<file path="src/hdl/dpbc_pkg.sv">
// Package for the dual-polarization baseline correlator.
// Holds shared types and constants; no dependencies.
package dpbc_pkg;

   localparam int SUM_BITS = 49;
   localparam int VIS_BITS = 33;
   localparam int CNT_BITS = 17;
   localparam int NUM_SUMS = 8;

   // Work handed from the front (accumulate) to the back (divide).
   typedef struct packed {
      logic [NUM_SUMS-1:0][SUM_BITS-1:0] sums;
      logic [CNT_BITS-1:0]               count;
   } job_type;

endpackage

</file>
<file path="src/hdl/dpbc_back.sv">
// Back part: divides the eight sums by the count with a shared restoring divider.
// Depends on dpbc_pkg.
module dpbc_back (
   input  logic                  clock,
   input  logic                  reset,
   input  logic                  job_valid,
   output logic                  job_ready,
   input  dpbc_pkg::job_type     job,
   output logic                  out_valid,
   input  logic                  out_ready,
   output logic [8*33-1:0]       out_vis,
   output logic [16:0]           out_count
);
   import dpbc_pkg::*;

   localparam int MAG_BITS = SUM_BITS - 1;
   localparam int BIT_W    = $clog2(SUM_BITS);

   typedef enum logic [2:0] {
      ST_IDLE = 3'b001,
      ST_DIV  = 3'b010,
      ST_OUT  = 3'b100
   } state_type;

   state_type            state_ff, state_in;
   job_type              job_ff;
   logic [2:0]           idx_ff;
   logic [BIT_W-1:0]     bit_ff;
   logic [SUM_BITS-1:0]  num_ff;
   logic [CNT_BITS-1:0]  rem_ff;
   logic                 neg_ff;
   logic [NUM_SUMS-1:0][VIS_BITS-1:0] vis_ff;
   logic [SUM_BITS-1:0]  sel_sum, mag;
   logic [CNT_BITS:0]    trial;
   logic [SUM_BITS-1:0]  qmag;
   logic [VIS_BITS-1:0]  vis_val;

   assign job_ready = (state_ff == ST_IDLE);
   assign out_valid = (state_ff == ST_OUT);
   assign out_vis   = vis_ff;
   assign out_count = job_ff.count;

   assign sel_sum = job_ff.sums[idx_ff];
   assign mag     = sel_sum[SUM_BITS-1] ? SUM_BITS'(-sel_sum) : sel_sum;
   assign trial   = {rem_ff, num_ff[SUM_BITS-1]} - {1'b0, job_ff.count};

   // Saturate the quotient magnitude to 2^31 and apply the sign.
   always_comb begin
      qmag = {num_ff[SUM_BITS-2:0], ~trial[CNT_BITS]};
      if (qmag > SUM_BITS'(33'h0_8000_0000)) begin
         qmag = SUM_BITS'(33'h0_8000_0000);
      end
      vis_val = neg_ff ? VIS_BITS'(-qmag) : VIS_BITS'(qmag);
   end

   always_comb begin
      state_in = state_ff;
      unique case (state_ff)
         ST_IDLE: if (job_valid) state_in = ST_DIV;
         ST_DIV:  if (bit_ff == '0 && idx_ff == 3'd7) state_in = ST_OUT;
         ST_OUT:  if (out_ready) state_in = ST_IDLE;
         default: state_in = ST_IDLE;
      endcase
   end

   // One quotient bit per cycle, eight sums in turn.
   always_ff @(posedge clock) begin
      if (reset) begin
         state_ff <= ST_IDLE;
      end else begin
         state_ff <= state_in;
      end
      unique case (state_ff)
         ST_IDLE: begin
            job_ff <= job;
            idx_ff <= '0;
            bit_ff <= BIT_W'(SUM_BITS);
         end
         ST_DIV: begin
            if (bit_ff == BIT_W'(SUM_BITS)) begin
               num_ff <= {1'b0, mag[MAG_BITS-1:0]} | {mag[SUM_BITS-1], {MAG_BITS{1'b0}}};
               rem_ff <= '0;
               neg_ff <= sel_sum[SUM_BITS-1];
               bit_ff <= BIT_W'(SUM_BITS - 1);
            end else begin
               num_ff <= {num_ff[SUM_BITS-2:0], ~trial[CNT_BITS]};
               rem_ff <= trial[CNT_BITS] ? {rem_ff[CNT_BITS-2:0], num_ff[SUM_BITS-1]}
                                         : trial[CNT_BITS-1:0];
               if (bit_ff == '0) begin
                  vis_ff[idx_ff] <= (job_ff.count == '0) ? '0 : vis_val;
                  idx_ff <= idx_ff + 1'b1;
                  bit_ff <= BIT_W'(SUM_BITS);
               end else begin
                  bit_ff <= bit_ff - 1'b1;
               end
            end
         end
         ST_OUT: ;
         default: ;
      endcase
   end

`ifndef SYNTH
   a_out_hold: assert property (@(posedge clock) disable iff (reset)
      out_valid && !out_ready |=> out_valid && $stable(out_vis))
      else $error("result changed while stalled");
   a_no_take: assert property (@(posedge clock) disable iff (reset)
      state_ff != ST_IDLE |-> !job_ready)
      else $error("job taken while busy");
   a_onehot: assert property (@(posedge clock) disable iff (reset)
      $onehot(state_ff))
      else $error("state not one-hot");
`endif
endmodule

</file>
<file path="config.mk">
export PLATFORM = sky130hd
export DESIGN_NAME = dpbc_back
export DESIGN_NICKNAME = d
export VERILOG_FILES = /design/src/hdl/dpbc_pkg.sv /design/src/hdl/dpbc_back.sv
export SDC_FILE = /design/constraint.sdc
export NUM_CORES = 1
export LEC_CHECK = 0
export ABC_AREA = 1
export BUFFER_PORTS_ARGS = -buffer_cell sky130_fd_sc_hd__clkbuf_2
export CORE_ASPECT_RATIO = 0.75
export CORE_MARGIN = 3
export CORE_UTILIZATION = 40
export CTS_CLUSTER_SIZE = 16
export DETAILED_ROUTE_END_ITERATION = 6
export PLACE_DENSITY_LB_ADDON = 0.05
export SKIP_LAST_GASP = 1
export SYNTH_ARGS = -nofsm -noshare
export SYNTH_HDL_FRONTEND = slang
export SYNTH_SLANG_ARGS = --single-unit
export TNS_END_PERCENT = 1
</file>
<file path="constraint.sdc">
create_clock -name clock -period 66.8 [get_ports clock]
set_input_delay 10.02 -clock clock [delete_from_list [all_inputs] [get_ports clock]]
set_output_delay 10.02 -clock clock [all_outputs]
set_load 0.02 [all_outputs]
</file>
## After elaboration in Yosys (flattened, before gate mapping)

Index checks and enable logic that the tools add are counted.

- $add $sub $neg: 5
- Equal/unequal tests: 10
- Reductions and logical operators: 9
- $lt $le $gt $ge: 3
- Bitwise gates (word level): 3
- Multiplexer cells: 21

Operator list:

| operator | number |
|---|---|
| $bwmux 264 | 1 |
| $bmux 49 s3 | 1 |
| $mux 49 | 3 |
| $mux 33 | 4 |
| $demux 33 s3 | 1 |
| $gt 49x32->1 const B | 1 |
| $neg 49->49 | 1 |
| $or 48x49->49 | 1 |
| $neg 33->33 | 1 |
| $sub 18x17->18 | 1 |
| $logic_not 17->1 | 1 |
| $mux 17 | 1 |
| $mux 3 | 5 |
| $mux 6 | 2 |
| $pmux 6 s2 | 1 |
| $pmux 3 s3 | 1 |
| $reduce_and 3->1 | 3 |
| $ne 2x2->1 const B | 4 |
| $eq 3x3->1 const B | 2 |
| $eq 6x6->1 const B | 1 |
| $logic_not 6->1 | 1 |
| $pmux 3 s2 | 1 |
| $sub 6x1->6 const B | 1 |
| $lt 3x4->1 const B | 1 |
| other kinds (9) | 11 |

- Input bits: 413
- Word-level logic and storage cells: 74
- Output and inout bits: 283
- Flip-flop bits (word level): 752

## Depth between registers and ports, before layout

Gate-level depths: netlist of the first run.

- Depth in word-level cells: 8
- Mapped depth: 26
- Gate-level depth less buffers: 24

## Worst setup path after synthesis of the first run

Ideal clock, no wire load.

- Kind: register -> output
- Start point: register state_ff[0]
- End point: output port job_ready
- Buffers on the path: 0
- Path slack: 28.482 ns
- Arrival time: 28.298 ns
- Required time: 56.780 ns
- Stages on the path, launching flop included: 3
- Cells stage by stage: dfxtp_1 inv_1 nor3_1

- Word-level cells in the longest chain between the ends: 1

RTL lines:

| element | line | source |
|---|---|---|
| start, declared | dpbc_back.sv:25 | `state_type state_ff, state_in;` |
| start signal, assigned | dpbc_back.sv:71 | `state_ff <= state_in;` |
| $eq 3x1->1 | dpbc_back.sv:38 | `assign job_ready = (state_ff == ST_IDLE);` |
| end, declared | dpbc_back.sv:7 | `output logic job_ready,` |

No other way between the ends.

## Final worst setup path of the first run

Same ends and word-level chain as after synthesis.

==> impl_metrics.env, run 1 <==
export IMPL_cp_required_ns=56.78
export IMPL_finClkSkew_ns=0.0195
export IMPL_vias=21800
export IMPL_post_cts_buffers=0
export IMPL_syn_inst=2533
export IMPL_use_met1_pct=31.7
export IMPL_crit_path_max_fanout=9
export IMPL_irDropWorstVdd_mv=0.0464
export IMPL_tns_ns=0
export IMPL_placedCellCount=4191
export IMPL_dieArea_sq_mm=0.0814
export IMPL_r2r_end="out_vis[208]$_DFFE_PP_"
export IMPL_nFillCells=6952
export IMPL_grt_pass1_wl_um=138000
export IMPL_critPathCaptureType="primary output"
export IMPL_rrSetupSlack_ns=61.66
export IMPL_worst_path_buf_inv=3
export IMPL_postSynthAreaPerCell_sq_um=12.3
export IMPL_area_delta_synth_final_pct=22.7
export IMPL_vias_per_cell=5.00
export IMPL_relSlewSlack_pct=22.0
export IMPL_fmax_mhz=85.2
export IMPL_critPathKind="reg -> out"
export IMPL_grt_busiest_layer="met2"
export IMPL_core_area_sq_mm=0.0771
export IMPL_drive_gt1_share_pct=27.4
export IMPL_antenna_found_initial=22
export IMPL_grt_use_met3_pct=4.46
export IMPL_crit_end="job_ready"
export IMPL_period_minus_slack_ns=11.73
export IMPL_crit_arrival_ns=1.71
export IMPL_hold_viol=0
export IMPL_async_reset_ff_share_pct=0
export IMPL_grt_max_degree=85
export IMPL_cts_sinks=752
export IMPL_stdcell_count=4352
export IMPL_period_share_pct=17.6
export IMPL_status="complete, no violations"
export IMPL_r2r_start="out_count[2]$_DFFE_PP_"
export IMPL_track_usage_pct=23.2
export IMPL_rows=88
export IMPL_fin_ws_ns=55.07
export IMPL_ys_seq_area_share_pct=72.3
export IMPL_h_tree_depth=3
export IMPL_ys_seq_elements=752
export IMPL_setup_viol=0
export IMPL_dr_pass1_iters=6
export IMPL_clkLatencyLatePin_ns=0.63
export IMPL_tritoncts="built"
export IMPL_ant_nets=0
export IMPL_place_ws_ns=55.70
export IMPL_synth_largest_area_cell="edfxtp_1"
export IMPL_reg2reg_depth=20
export IMPL_grtUsageMet2_pct=37.3
export IMPL_maxSlewViolCount=0
export IMPL_pin_count=696
export IMPL_hold_class="reg -> reg"
export IMPL_drc_errors=0
export IMPL_initialDrtViolationCount=1670
export IMPL_power_leakage_nw=15.9
export IMPL_synth_nets=2971
export IMPL_die_y_um=248
export IMPL_yosysWarnings=0
export IMPL_cpLargestDelayFamily="buffers and inverters"
export IMPL_cts_root_buf="clkbuf_16"
export IMPL_synth_area_sq_mm=0.0312
export IMPL_crit_path_start="state_ff[0]$_SDFFE_PP1P_"
export IMPL_critPathMaxStageDelay_ns=0.37
export IMPL_synth_top_area_share_pct=72.1
export IMPL_grt_ovfl_total=0
export IMPL_place_port_buffers=695
export IMPL_wl_per_cell_um=22.4
export IMPL_crit_path_top_delay_cell="dfxtp_1"
export IMPL_route_final_wire_length_um=97500
export IMPL_yosysUniqueCellTypes=59
export IMPL_hold_buffers=0
export IMPL_cts_resized=0
export IMPL_tightestPinTransition_ns=1.17
export IMPL_cap_violations=0
export IMPL_start_util_pct=40.5
export IMPL_p_total_w=0.00182
export IMPL_p_per_area_mw_per_mm2=47.6
export IMPL_cts_buffer_depth=3
export IMPL_dp_hpwl_um=70100
export IMPL_crit_chain="inv_1 > nor3_2 > buf_4 > clkbuf_2"
export IMPL_grt_setup_unrepaired="no"
export IMPL_num_nets_final=3675
export IMPL_synthTopCellsByArea="edfxtp_1 72%, nand2_1 7.8%, nor2_1 2.7%, inv_1 2.6%, o21ai_0 1.7%"
export IMPL_path_depth=4
export IMPL_die_width_um=329
export IMPL_worstSetupStartpointType="register"
export IMPL_synth_edf_count=749
export IMPL_first_global_vias=21200
export IMPL_cts_clk_slew_worst_paths_ns=0.06
export IMPL_cts_made_buffers=79
export IMPL_gp_congestion=0.878
export IMPL_synth_ff_type="edfxtp_1"
==> cell type report <==
class | instances | area, sq um | area share (%)
antenna | 20 | 50.0 | 0.131
clock buffer | 93 | 2070 | 5.41
clock inverter | 48 | 465 | 1.22
inverter | 224 | 846 | 2.21
multi-input combinational | 1452 | 7270 | 19.0
sequential | 752 | 22600 | 58.9
tap | 1035 | 1290 | 3.38
timing repair buffer | 728 | 3730 | 9.73
==> worst register-to-register path, delay by kind of cell (launching register included) <==
| kind | cells | cell delay, ns |
|---|---|---|
| adder cells (fa/ha/maj) | 2 | 0.65 |
| flip-flops | 1 | 0.39 |
| AND/OR/NAND/NOR | 14 | 2.56 |
| buffers and inverters | 2 | 0.14 |
| AO/OA/AOI/OAI | 2 | 1.01 |
==> cells in the final DEF (no fill, tap or decap), drive strengths merged, types with 2 or more instances in the layout <==
cell / n
nand3b: 4
o31ai: 10
o2bb2ai: 8
clkinvlp: 9
o41ai: 19
inv: 224
o2111a: 7
nor4: 3
dfxtp: 3
clkbuf: 788
xor2: 24
a221oi: 3
diode: 20
a211oi: 6
o21ai: 119
and3: 2
nor3: 14
a21boi: 2
o2111ai: 5
nand2: 651
nand4: 51
o211ai: 6
bufinv: 6
edfxtp: 749
and2: 4
buf: 33
ha: 24
nand3: 71
xnor2: 19
a31oi: 3
nor2: 247
a22oi: 30
a22o: 19
clkinv: 33
a21oi: 85
or2: 9
o21bai: 2
==> synth_stat cells, types with 7 or more instances <==
master and count:
nor3_1 12, nor2_2 18, a22oi_1 28, nand2_1 648, a22o_1 19, nand3_1 67
ha_1 24, xor2_1 24, nand4_1 49, buf_4 21, o21ai_0 106, xnor2_1 19
o41ai_1 19, nor2_1 225, inv_1 214, o2bb2ai_1 8, buf_6 13, a21oi_1 85
o2111a_1 7, o31ai_1 10, clkbuf_1 32, o21ai_1 13, edfxtp_1 749, buf_2 34
==> cells by family after synthesis <==
logic type | count (synthesis) | synth area share, %
flip-flops | 752 | 72.3
AO/OA/AOI/OAI | 327 | 6.62
AND/OR/NAND/NOR | 1057 | 14.2
XOR/XNOR | 43 | 1.21
buffers and inverters | 329 | 4.68
adder cells (fa/ha/maj) | 25 | 1.03
==> per-layer routing <==
| metal | vias to the layer above | wire (um) |
|---|---|---|
| li1 | 10300 | - |
| met1 | 10700 | 41900 |
| met2 | 661 | 47400 |
| met3 | 145 | 5810 |
| met4 | 6 | 2360 |
| met5 | - | 36 |
==> stage by stage <==
stage	hold slack [ns]	util [%]	cell area, sq um
after floorplan	0.461	-	31200
after global placement	0.518	46.3	35700
after detailed placement	0.510	46.3	35700
after CTS	0.518	49.6	38200
after global routing	0.543	49.7	38300
final	0.516	49.7	38300
==> registers in the layout, indices dropped and copies added (netlist names) <==
name,flops
job_ff,392
out_vis,264
num_ff,49
out_count,17
rem_ff,17
bit_ff,6
idx_ff,3
state_ff,3
neg_ff,1
==> power breakdown <==
group / total [W] / leakage (nW) / internal [W] / switching [W]
Sequential: 0.000757 / 7.26 / 0.000709 / 0.0000479
Combinational: 0.000630 / 7.39 / 0.000169 / 0.000461
Clock: 0.000434 / 1.21 / 0.000247 / 0.000187
Total: 0.00182 / 15.9 / 0.00113 / 0.000696
==> worst min path at each step <==
stage	start	end	slack [ns]	depth (start not counted)
after floorplan	state_ff[2]$_SDFFE_PP0P_	state_ff[2]$_SDFFE_PP0P_	0.46	2
after global placement	state_ff[2]$_SDFFE_PP0P_	state_ff[2]$_SDFFE_PP0P_	0.52	2
after detailed placement	state_ff[2]$_SDFFE_PP0P_	state_ff[2]$_SDFFE_PP0P_	0.51	2
after CTS	state_ff[2]$_SDFFE_PP0P_	state_ff[2]$_SDFFE_PP0P_	0.52	2
after global routing	state_ff[2]$_SDFFE_PP0P_	state_ff[2]$_SDFFE_PP0P_	0.54	2
final	state_ff[2]$_SDFFE_PP0P_	state_ff[2]$_SDFFE_PP0P_	0.52	2
No activity file was read; power rests on OpenSTA's default activity.
==> run 2: changes to the inputs <==
- clock period: 66.8 -> 12.3 ns (I/O delays scaled with it)
==> run 2 against run 1 <==
Wire length rose by 2.7%; count of clock-buffer cells in the layout up 1; die area is the same; cell area is 0.17% lower; global-route usage up 0.64 points; first-iteration DRC count up 17%; final cell count decreased by 0.37%; core utilization shrank 0.083 points; via count grew 0.76%; setup slack lost 47 ns; sequential power rose to 5.5 times the previous value; clock skew down 0.00081 ns; largest cell class unchanged; highest routed layer unchanged.
==> impl_metrics.env, run 2 (synthesis results as in run 1) <==
export IMPL_status="complete, no violations"
export IMPL_largest_register_ffs=392
export IMPL_route_final_wire_length_um=100000
export IMPL_fin_ws_ns=7.83
export IMPL_cts_root_buf="clkbuf_16"
export IMPL_worst_path_buf_inv=3
export IMPL_worstSetupStartpointType="register"
export IMPL_first_global_vias=21600
export IMPL_regMostFlops="job_ff"
export IMPL_dp_hpwl_um=72300
export IMPL_die_y_um=248
export IMPL_num_nets_final=3669
export IMPL_ant_nets=0
export IMPL_hold_class="reg -> reg"
export IMPL_grt_pass1_wl_um=142000
export IMPL_gp_congestion=0.902
export IMPL_cts_resized=0
export IMPL_critPathMaxStageDelay_ns=0.62
export IMPL_grt_setup_unrepaired="no"
export IMPL_core_area_sq_mm=0.0771
export IMPL_track_usage_pct=23.8
export IMPL_crit_arrival_ns=4.79
export IMPL_critPathKind="reg -> reg"
export IMPL_final_cell_mix="749 x edfxtp_1, 695 x clkbuf_2, 648 x nand2_1"
export IMPL_maxSlewViolCount=0
export IMPL_tightestPinTransition_ns=1.19
export IMPL_clkLatencyLatePin_ns=0.63
export IMPL_cap_violations=0
export IMPL_crit_path_top_delay_cell="nor2_1"
export IMPL_initialDrtViolationCount=1961
export IMPL_tns_ns=0
export IMPL_cts_clk_slew_worst_paths_ns=0.07
export IMPL_drc_errors=0
export IMPL_critPathCaptureType="register"
export IMPL_place_port_buffers=695
export IMPL_dr_pass1_iters=6
export IMPL_finClkSkew_ns=0.0187
export IMPL_pin_count=696
export IMPL_vias_per_cell=5.06
export IMPL_h_tree_depth=3
export IMPL_period_share_pct=36.3
export IMPL_post_cts_buffers=0
export IMPL_wl_per_cell_um=23.1
export IMPL_die_width_um=329
export IMPL_relSlewSlack_pct=20.0
export IMPL_tritoncts="built"
export IMPL_placed_cell_area_sq_mm=0.0357
export IMPL_antenna_found_initial=16
export IMPL_hold_viol=0
export IMPL_crit_path_max_fanout=57
export IMPL_power_leakage_nw=15.8
export IMPL_final_cell_area_sq_mm=0.0382
export IMPL_final_common_cell="edfxtp_1"
export IMPL_cpLargestDelayFamily="simple AND/OR/NAND/NOR gates"
export IMPL_rows=88
export IMPL_grt_ovfl_total=0
export IMPL_p_per_area_mw_per_mm2=260
export IMPL_cts_made_buffers=77
export IMPL_area_delta_synth_final_pct=22.5
export IMPL_hold_buffers=0
export IMPL_dieArea_sq_mm=0.0814
export IMPL_cp_required_ns=12.62
export IMPL_cts_sinks=752
export IMPL_place_ws_ns=7.89
export IMPL_timing_hold_ws_ns=0.548
export IMPL_grt_max_degree=181
export IMPL_crit_chain="inv_1 > ha_1 > nand2_1 > nor2_1 > nand3_1 > nand3_1 > nand2_1 > nand3_1 > nand4_1 > nand2_1 > buf_4 > inv_1 > nor2_1 > nor2_1 > nand3_1 > nand2_1 > nand3_1 > nand2_1 > nor2_1"
export IMPL_setup_viol=0
export IMPL_vias=21900
export IMPL_period_minus_slack_ns=4.47
export IMPL_drive_gt1_share_pct=27.1
export IMPL_start_util_pct=40.5
export IMPL_fmax_mhz=224
export IMPL_irDropWorstVdd_mv=0.259
export IMPL_cts_buffer_depth=3
## run 2: cell count changes in the layout (fill, tap and decap cells not counted), moves of 2 or more
cell and change:
buf_4 -5, bufinv_16 +3, clkinv_4 -2, clkbuf_16 -2
clkinvlp_4 -6, diode_2 -7, clkbuf_1 +3, inv_16 -2
## run 2: routing by layer
layer | track usage (%) | part of all wire [%]
met4 | 6.72 | 2.4
met3 | 4.97 | 6.0
met1 | 32.3 | 43
met2 | 39.0 | 49
met5 | 0 | 0.086
## run 2: power by group
part           switching [W]  internal (W)
clock network       0.000997       0.00137
logic                0.00250      0.000921
registers           0.000284       0.00386
total                0.00379       0.00615
## run 2: worst register-to-register path: cells and delay by family, from the launching register on
kind / cells / cell delay (ns)
and+or+nand+nor: 15 / 2.31
buffers and inverters: 3 / 1.05
DFF: 1 / 0.49
adders and majority gates: 1 / 0.33
## run 2: layout make-up
| type | instances | area (sq um) |
|---|---|---|
| diodes | 13 | 32.5 |
| clock buffers | 94 | 2030 |
| clock inverters | 42 | 469 |
| fillers | 7095 | 38900 |
| inverters | 224 | 846 |
| multi-input cells | 1452 | 7280 |
| flip-flops and latches | 752 | 22600 |
| well taps | 1035 | 1290 |
| repair buffers | 724 | 3710 |
## run 2: worst paths after layout
path	from	end	slack, ns	cells past startpoint
setup / recovery	out_count[1]$_DFFE_PP_	out_vis[121]$_DFFE_PP_	7.83	19
hold / removal	state_ff[2]$_SDFFE_PP0P_	state_ff[2]$_SDFFE_PP0P_	0.55	2
setup reg to reg	out_count[1]$_DFFE_PP_	out_vis[121]$_DFFE_PP_	7.83	19
hold reg to reg	state_ff[2]$_SDFFE_PP0P_	state_ff[2]$_SDFFE_PP0P_	0.55	2
## run 2: through the flow
stage | total power [W] | util [%] | instances
finish | 0.00994 | 49.6 | 4336
global route | 0.0106 | 49.6 | 4331
detailed placement | 0.00764 | 46.3 | 4187
floorplan | 0.00669 | - | 2533
global placement | 0.00762 | 46.3 | 4187
CTS | 0.0100 | 49.5 | 4323
==> run 3: changes to the inputs <==
- ABC_AREA: 1 -> 0
- clock period: 12.3 -> 4.2 ns (I/O delays scaled with it)
==> run 3 against run 2 <==
The run now ends with setup timing left; first-iteration DRC count fell by 20%; wire length fell by 5.2%; non-clock buffer count rose by 158; count of clock-buffer cells in the layout fell by 3; critical endpoint is now out_vis[53]$_DFFE_PP_.
==> impl_metrics.env, run 3 <==
export IMPL_status="complete, but fails checks"
export IMPL_violations="setup timing"
export IMPL_fmax_mhz=233
export IMPL_irDropWorstVdd_mv=0.287
export IMPL_min_to="job_ff[379]$_DFFE_PP_"
export IMPL_synth_nets=2282
export IMPL_crit_arrival_ns=4.69
export IMPL_rows=86
export IMPL_critPathKind="reg -> reg"
export IMPL_reg2reg_depth=18
export IMPL_synth_top_cells_by_count="749 x edfxtp_1, 105 x nand2_1, 104 x nor2_1"
export IMPL_grt_setup_unrepaired="yes"
export IMPL_cp_required_ns=4.59
export IMPL_cts_sinks=752
export IMPL_dp_hpwl_um=70000
export IMPL_h_tree_depth=3
export IMPL_tritoncts="built"
export IMPL_period_minus_slack_ns=4.30
export IMPL_cts_clk_slew_worst_paths_ns=0.07
export IMPL_cap_violations=0
export IMPL_cpLargestDelayFamily="simple AND/OR/NAND/NOR gates"
export IMPL_largest_register_ffs=392
export IMPL_async_reset_ff_share_pct=0
export IMPL_die_y_um=245
export IMPL_cts_buffer_depth=3
export IMPL_crit_path_frequent_cell="or3_4"
export IMPL_drc_errors=0
export IMPL_route_met2_wl_um=46100
export IMPL_synth_mux_area_share_pct=6.26
export IMPL_gp_congestion=0.896
export IMPL_relSlewSlack_pct=20.7
export IMPL_synth_top_area_share_pct=74.1
export IMPL_rrSetupSlack_ns=-0.1
export IMPL_crit_path_max_fanout=8
export IMPL_start_util_pct=40.9
export IMPL_crit_chain="inv_1 > ha_1 > a21o_1 > a211oi_2 > a22oi_1 > o211ai_1 > a21oi_4 > nand2_1 > ha_2 > inv_1 > or3_1 > or3_4 > or3_4 > or3_4 > o31a_1 > o21ai_2 > nor2_2 > buf_4"
export IMPL_critPathMaxStageDelay_ns=0.40
export IMPL_synth_compound_area_share_pct=7.33
export IMPL_dr_pass1_iters=5
export IMPL_hold_start="job[379]"
export IMPL_critPathCaptureType="register"
export IMPL_placed_cell_area_sq_mm=0.0361
export IMPL_synthAdderAreaFrac_pct=1.06
export IMPL_synth_xor_area_share_pct=2.16
export IMPL_final_cell_mix="749 x edfxtp_1, 695 x clkbuf_2, 177 x buf_4"
export IMPL_synth_area_sq_mm=0.0303
export IMPL_clkLatencyLatePin_ns=0.65
export IMPL_ys_seq_elements=752
export IMPL_pin_count=696
export IMPL_synth_ff_type="edfxtp_1"
export IMPL_synth_top_family_by_area="compound AO/OA/AOI/OAI gates"
export IMPL_crit_path_top_delay_cell="edfxtp_1"
export IMPL_die_width_um=324
export IMPL_place_port_buffers=695
export IMPL_wl_per_cell_um=25.4
export IMPL_nFillCells=6280
export IMPL_first_global_vias=20200
export IMPL_antenna_found_initial=14
export IMPL_p_per_area_mw_per_mm2=500
export IMPL_final_cell_area_sq_mm=0.0387
export IMPL_synth_edf_count=749
export IMPL_top_layer="met5"
export IMPL_tightestPinTransition_ns=1.19
export IMPL_vias_per_cell=5.33
export IMPL_ys_seq_area_share_pct=74.3
export IMPL_synth_most_common_cell="edfxtp_1"
export IMPL_maxSlewViolCount=0
export IMPL_met3_length_um=6300
export IMPL_synth_largest_area_cell="edfxtp_1"
export IMPL_hold_viol=0
export IMPL_area_delta_synth_final_pct=27.7
export IMPL_r2r_end="out_vis[53]$_DFFE_PP_"
export IMPL_final_common_cell="edfxtp_1"
export IMPL_finClkSkew_ns=0.0211
export IMPL_synth_simple_area_share_pct=6.56
export IMPL_num_nets_final=3147
export IMPL_cts_root_buf="clkbuf_16"
export IMPL_cts_made_buffers=78
export IMPL_dieArea_sq_mm=0.0792
export IMPL_fin_ws_ns=-0.0981
export IMPL_synthTopCellsByArea="edfxtp_1 74%, mux4_2 2.7%, mux2i_1 1.7%, mux2_2 1.6%, o21ai_0 1.4%"
export IMPL_postSynthAreaPerCell_sq_um=16.5
export IMPL_ant_nets=0
export IMPL_regMostFlops="job_ff"
export IMPL_hold_class="in -> reg"
export IMPL_hold_buffers=0
export IMPL_worstSetupStartpointType="register"
export IMPL_r2r_start="out_count[14]$_DFFE_PP_"
export IMPL_syn_inst=1844
export IMPL_grt_max_degree=113
export IMPL_timing_hold_ws_ns=0.155
export IMPL_vias=19900
export IMPL_setup_viol=33
export IMPL_core_area_sq_mm=0.0742
export IMPL_worst_path_buf_inv=3
export IMPL_route_final_wire_length_um=94900
export IMPL_power_leakage_nw=14.5
export IMPL_initialDrtViolationCount=1578
export IMPL_yosysWarnings=0
export IMPL_drive_gt1_share_pct=41.0
export IMPL_wl_met1_um=40000
export IMPL_track_usage_pct=23.6
export IMPL_place_ws_ns=-0.401
export IMPL_grt_pass1_wl_um=136000
export IMPL_grt_ovfl_total=0
export IMPL_min_path_cells=1
export IMPL_yosysUniqueCellTypes=82
export IMPL_period_share_pct=102
[run 3: changes by cell type after synthesis, sizes merged, moves of 19 or more]
cell | previous run | this run
a221oi | 3 | 23
a21oi | 85 | 66
mux2 | 0 | 49
buf | 73 | 49
o21ai | 119 | 86
nand2 | 651 | 105
mux4 | 0 | 37
inv | 221 | 37
nand4 | 51 | 10
nor2 | 247 | 104
mux2i | 0 | 51
nand3 | 71 | 24
[run 3: cell families after synthesis]
family,after synthesis
muxes,137
AOI/OAI and AO/OA,326
DFF,752
and+or+nand+nor,395
buffers and inverters,134
adders and majority gates,25
xor gates and xnor gates,75
[run 3: power breakdown]
part / internal, W / leakage (nW) / switching, W
registers: 0.00894 / 6.88 / 0.000157
logic: 0.00139 / 6.42 / 0.00204
clock network: 0.00391 / 1.21 / 0.00295
[run 3: metrics by stage]
stage / std cells / setup TNS, ns / total power (W) / util, %
floorplan: 1844 / -1337.39 / 0.0114 / -
global placement: 3591 / -10.26 / 0.0126 / 48.6
detailed placement: 3591 / -14.54 / 0.0127 / 48.6
CTS: 3732 / -3.41 / 0.0196 / 52.0
global route: 3743 / -18.56 / 0.0202 / 52.2
finish: 3743 / -1.57 / 0.0194 / 52.2
[run 3: worst max-delay path by stage]
stage | from | end | slack, ns | cells after the start
2_1_floorplan | state_ff[2]$_SDFFE_PP0P_ | bit_ff[0]$_SDFFCE_PP1N_ | -3.15 | 5
3_5_place_dp | rem_ff[0]$_SDFFCE_PP0N_ | out_vis[117]$_DFFE_PP_ | -0.40 | 14
5_1_grt | out_count[14]$_DFFE_PP_ | out_vis[53]$_DFFE_PP_ | -0.27 | 18
3_3_place_gp | out_count[1]$_DFFE_PP_ | out_vis[53]$_DFFE_PP_ | -0.33 | 18
6_report | out_count[14]$_DFFE_PP_ | out_vis[53]$_DFFE_PP_ | -0.1 | 18
4_1_cts | idx_ff[0]$_SDFFCE_PP0P_ | num_ff[48]$_DFFE_PN_ | -0.12 | 11
[run 3: layout make-up]
class / count / area [sq um] / area share [%]
Sequential cell: 752 / 22600 / 58.2
Tap cell: 968 / 1210 / 3.13
Clock buffer: 91 / 2020 / 5.22
Inverter: 37 / 139 / 0.359
Antenna cell: 7 / 17.5 / 0.0452
Timing Repair Buffer: 882 / 5010 / 12.9
Clock inverter: 48 / 485 / 1.25
Multi-Input combinational cell: 958 / 7300 / 18.9
[run 3: layer usage]
metal  track usage (%)  vias to the layer above
met5                 0                        -
met4              6.84                       14
met3              5.91                      158
met2              38.6                      695
met1              31.3                    10100
li1                  -                     8987
[run 3: timing repair]
item                       4_1_cts  5_1_grt
setup buffers                    2        4
setup endpoints to repair       57      123
resized for setup               14       16
pin swaps                        2        6
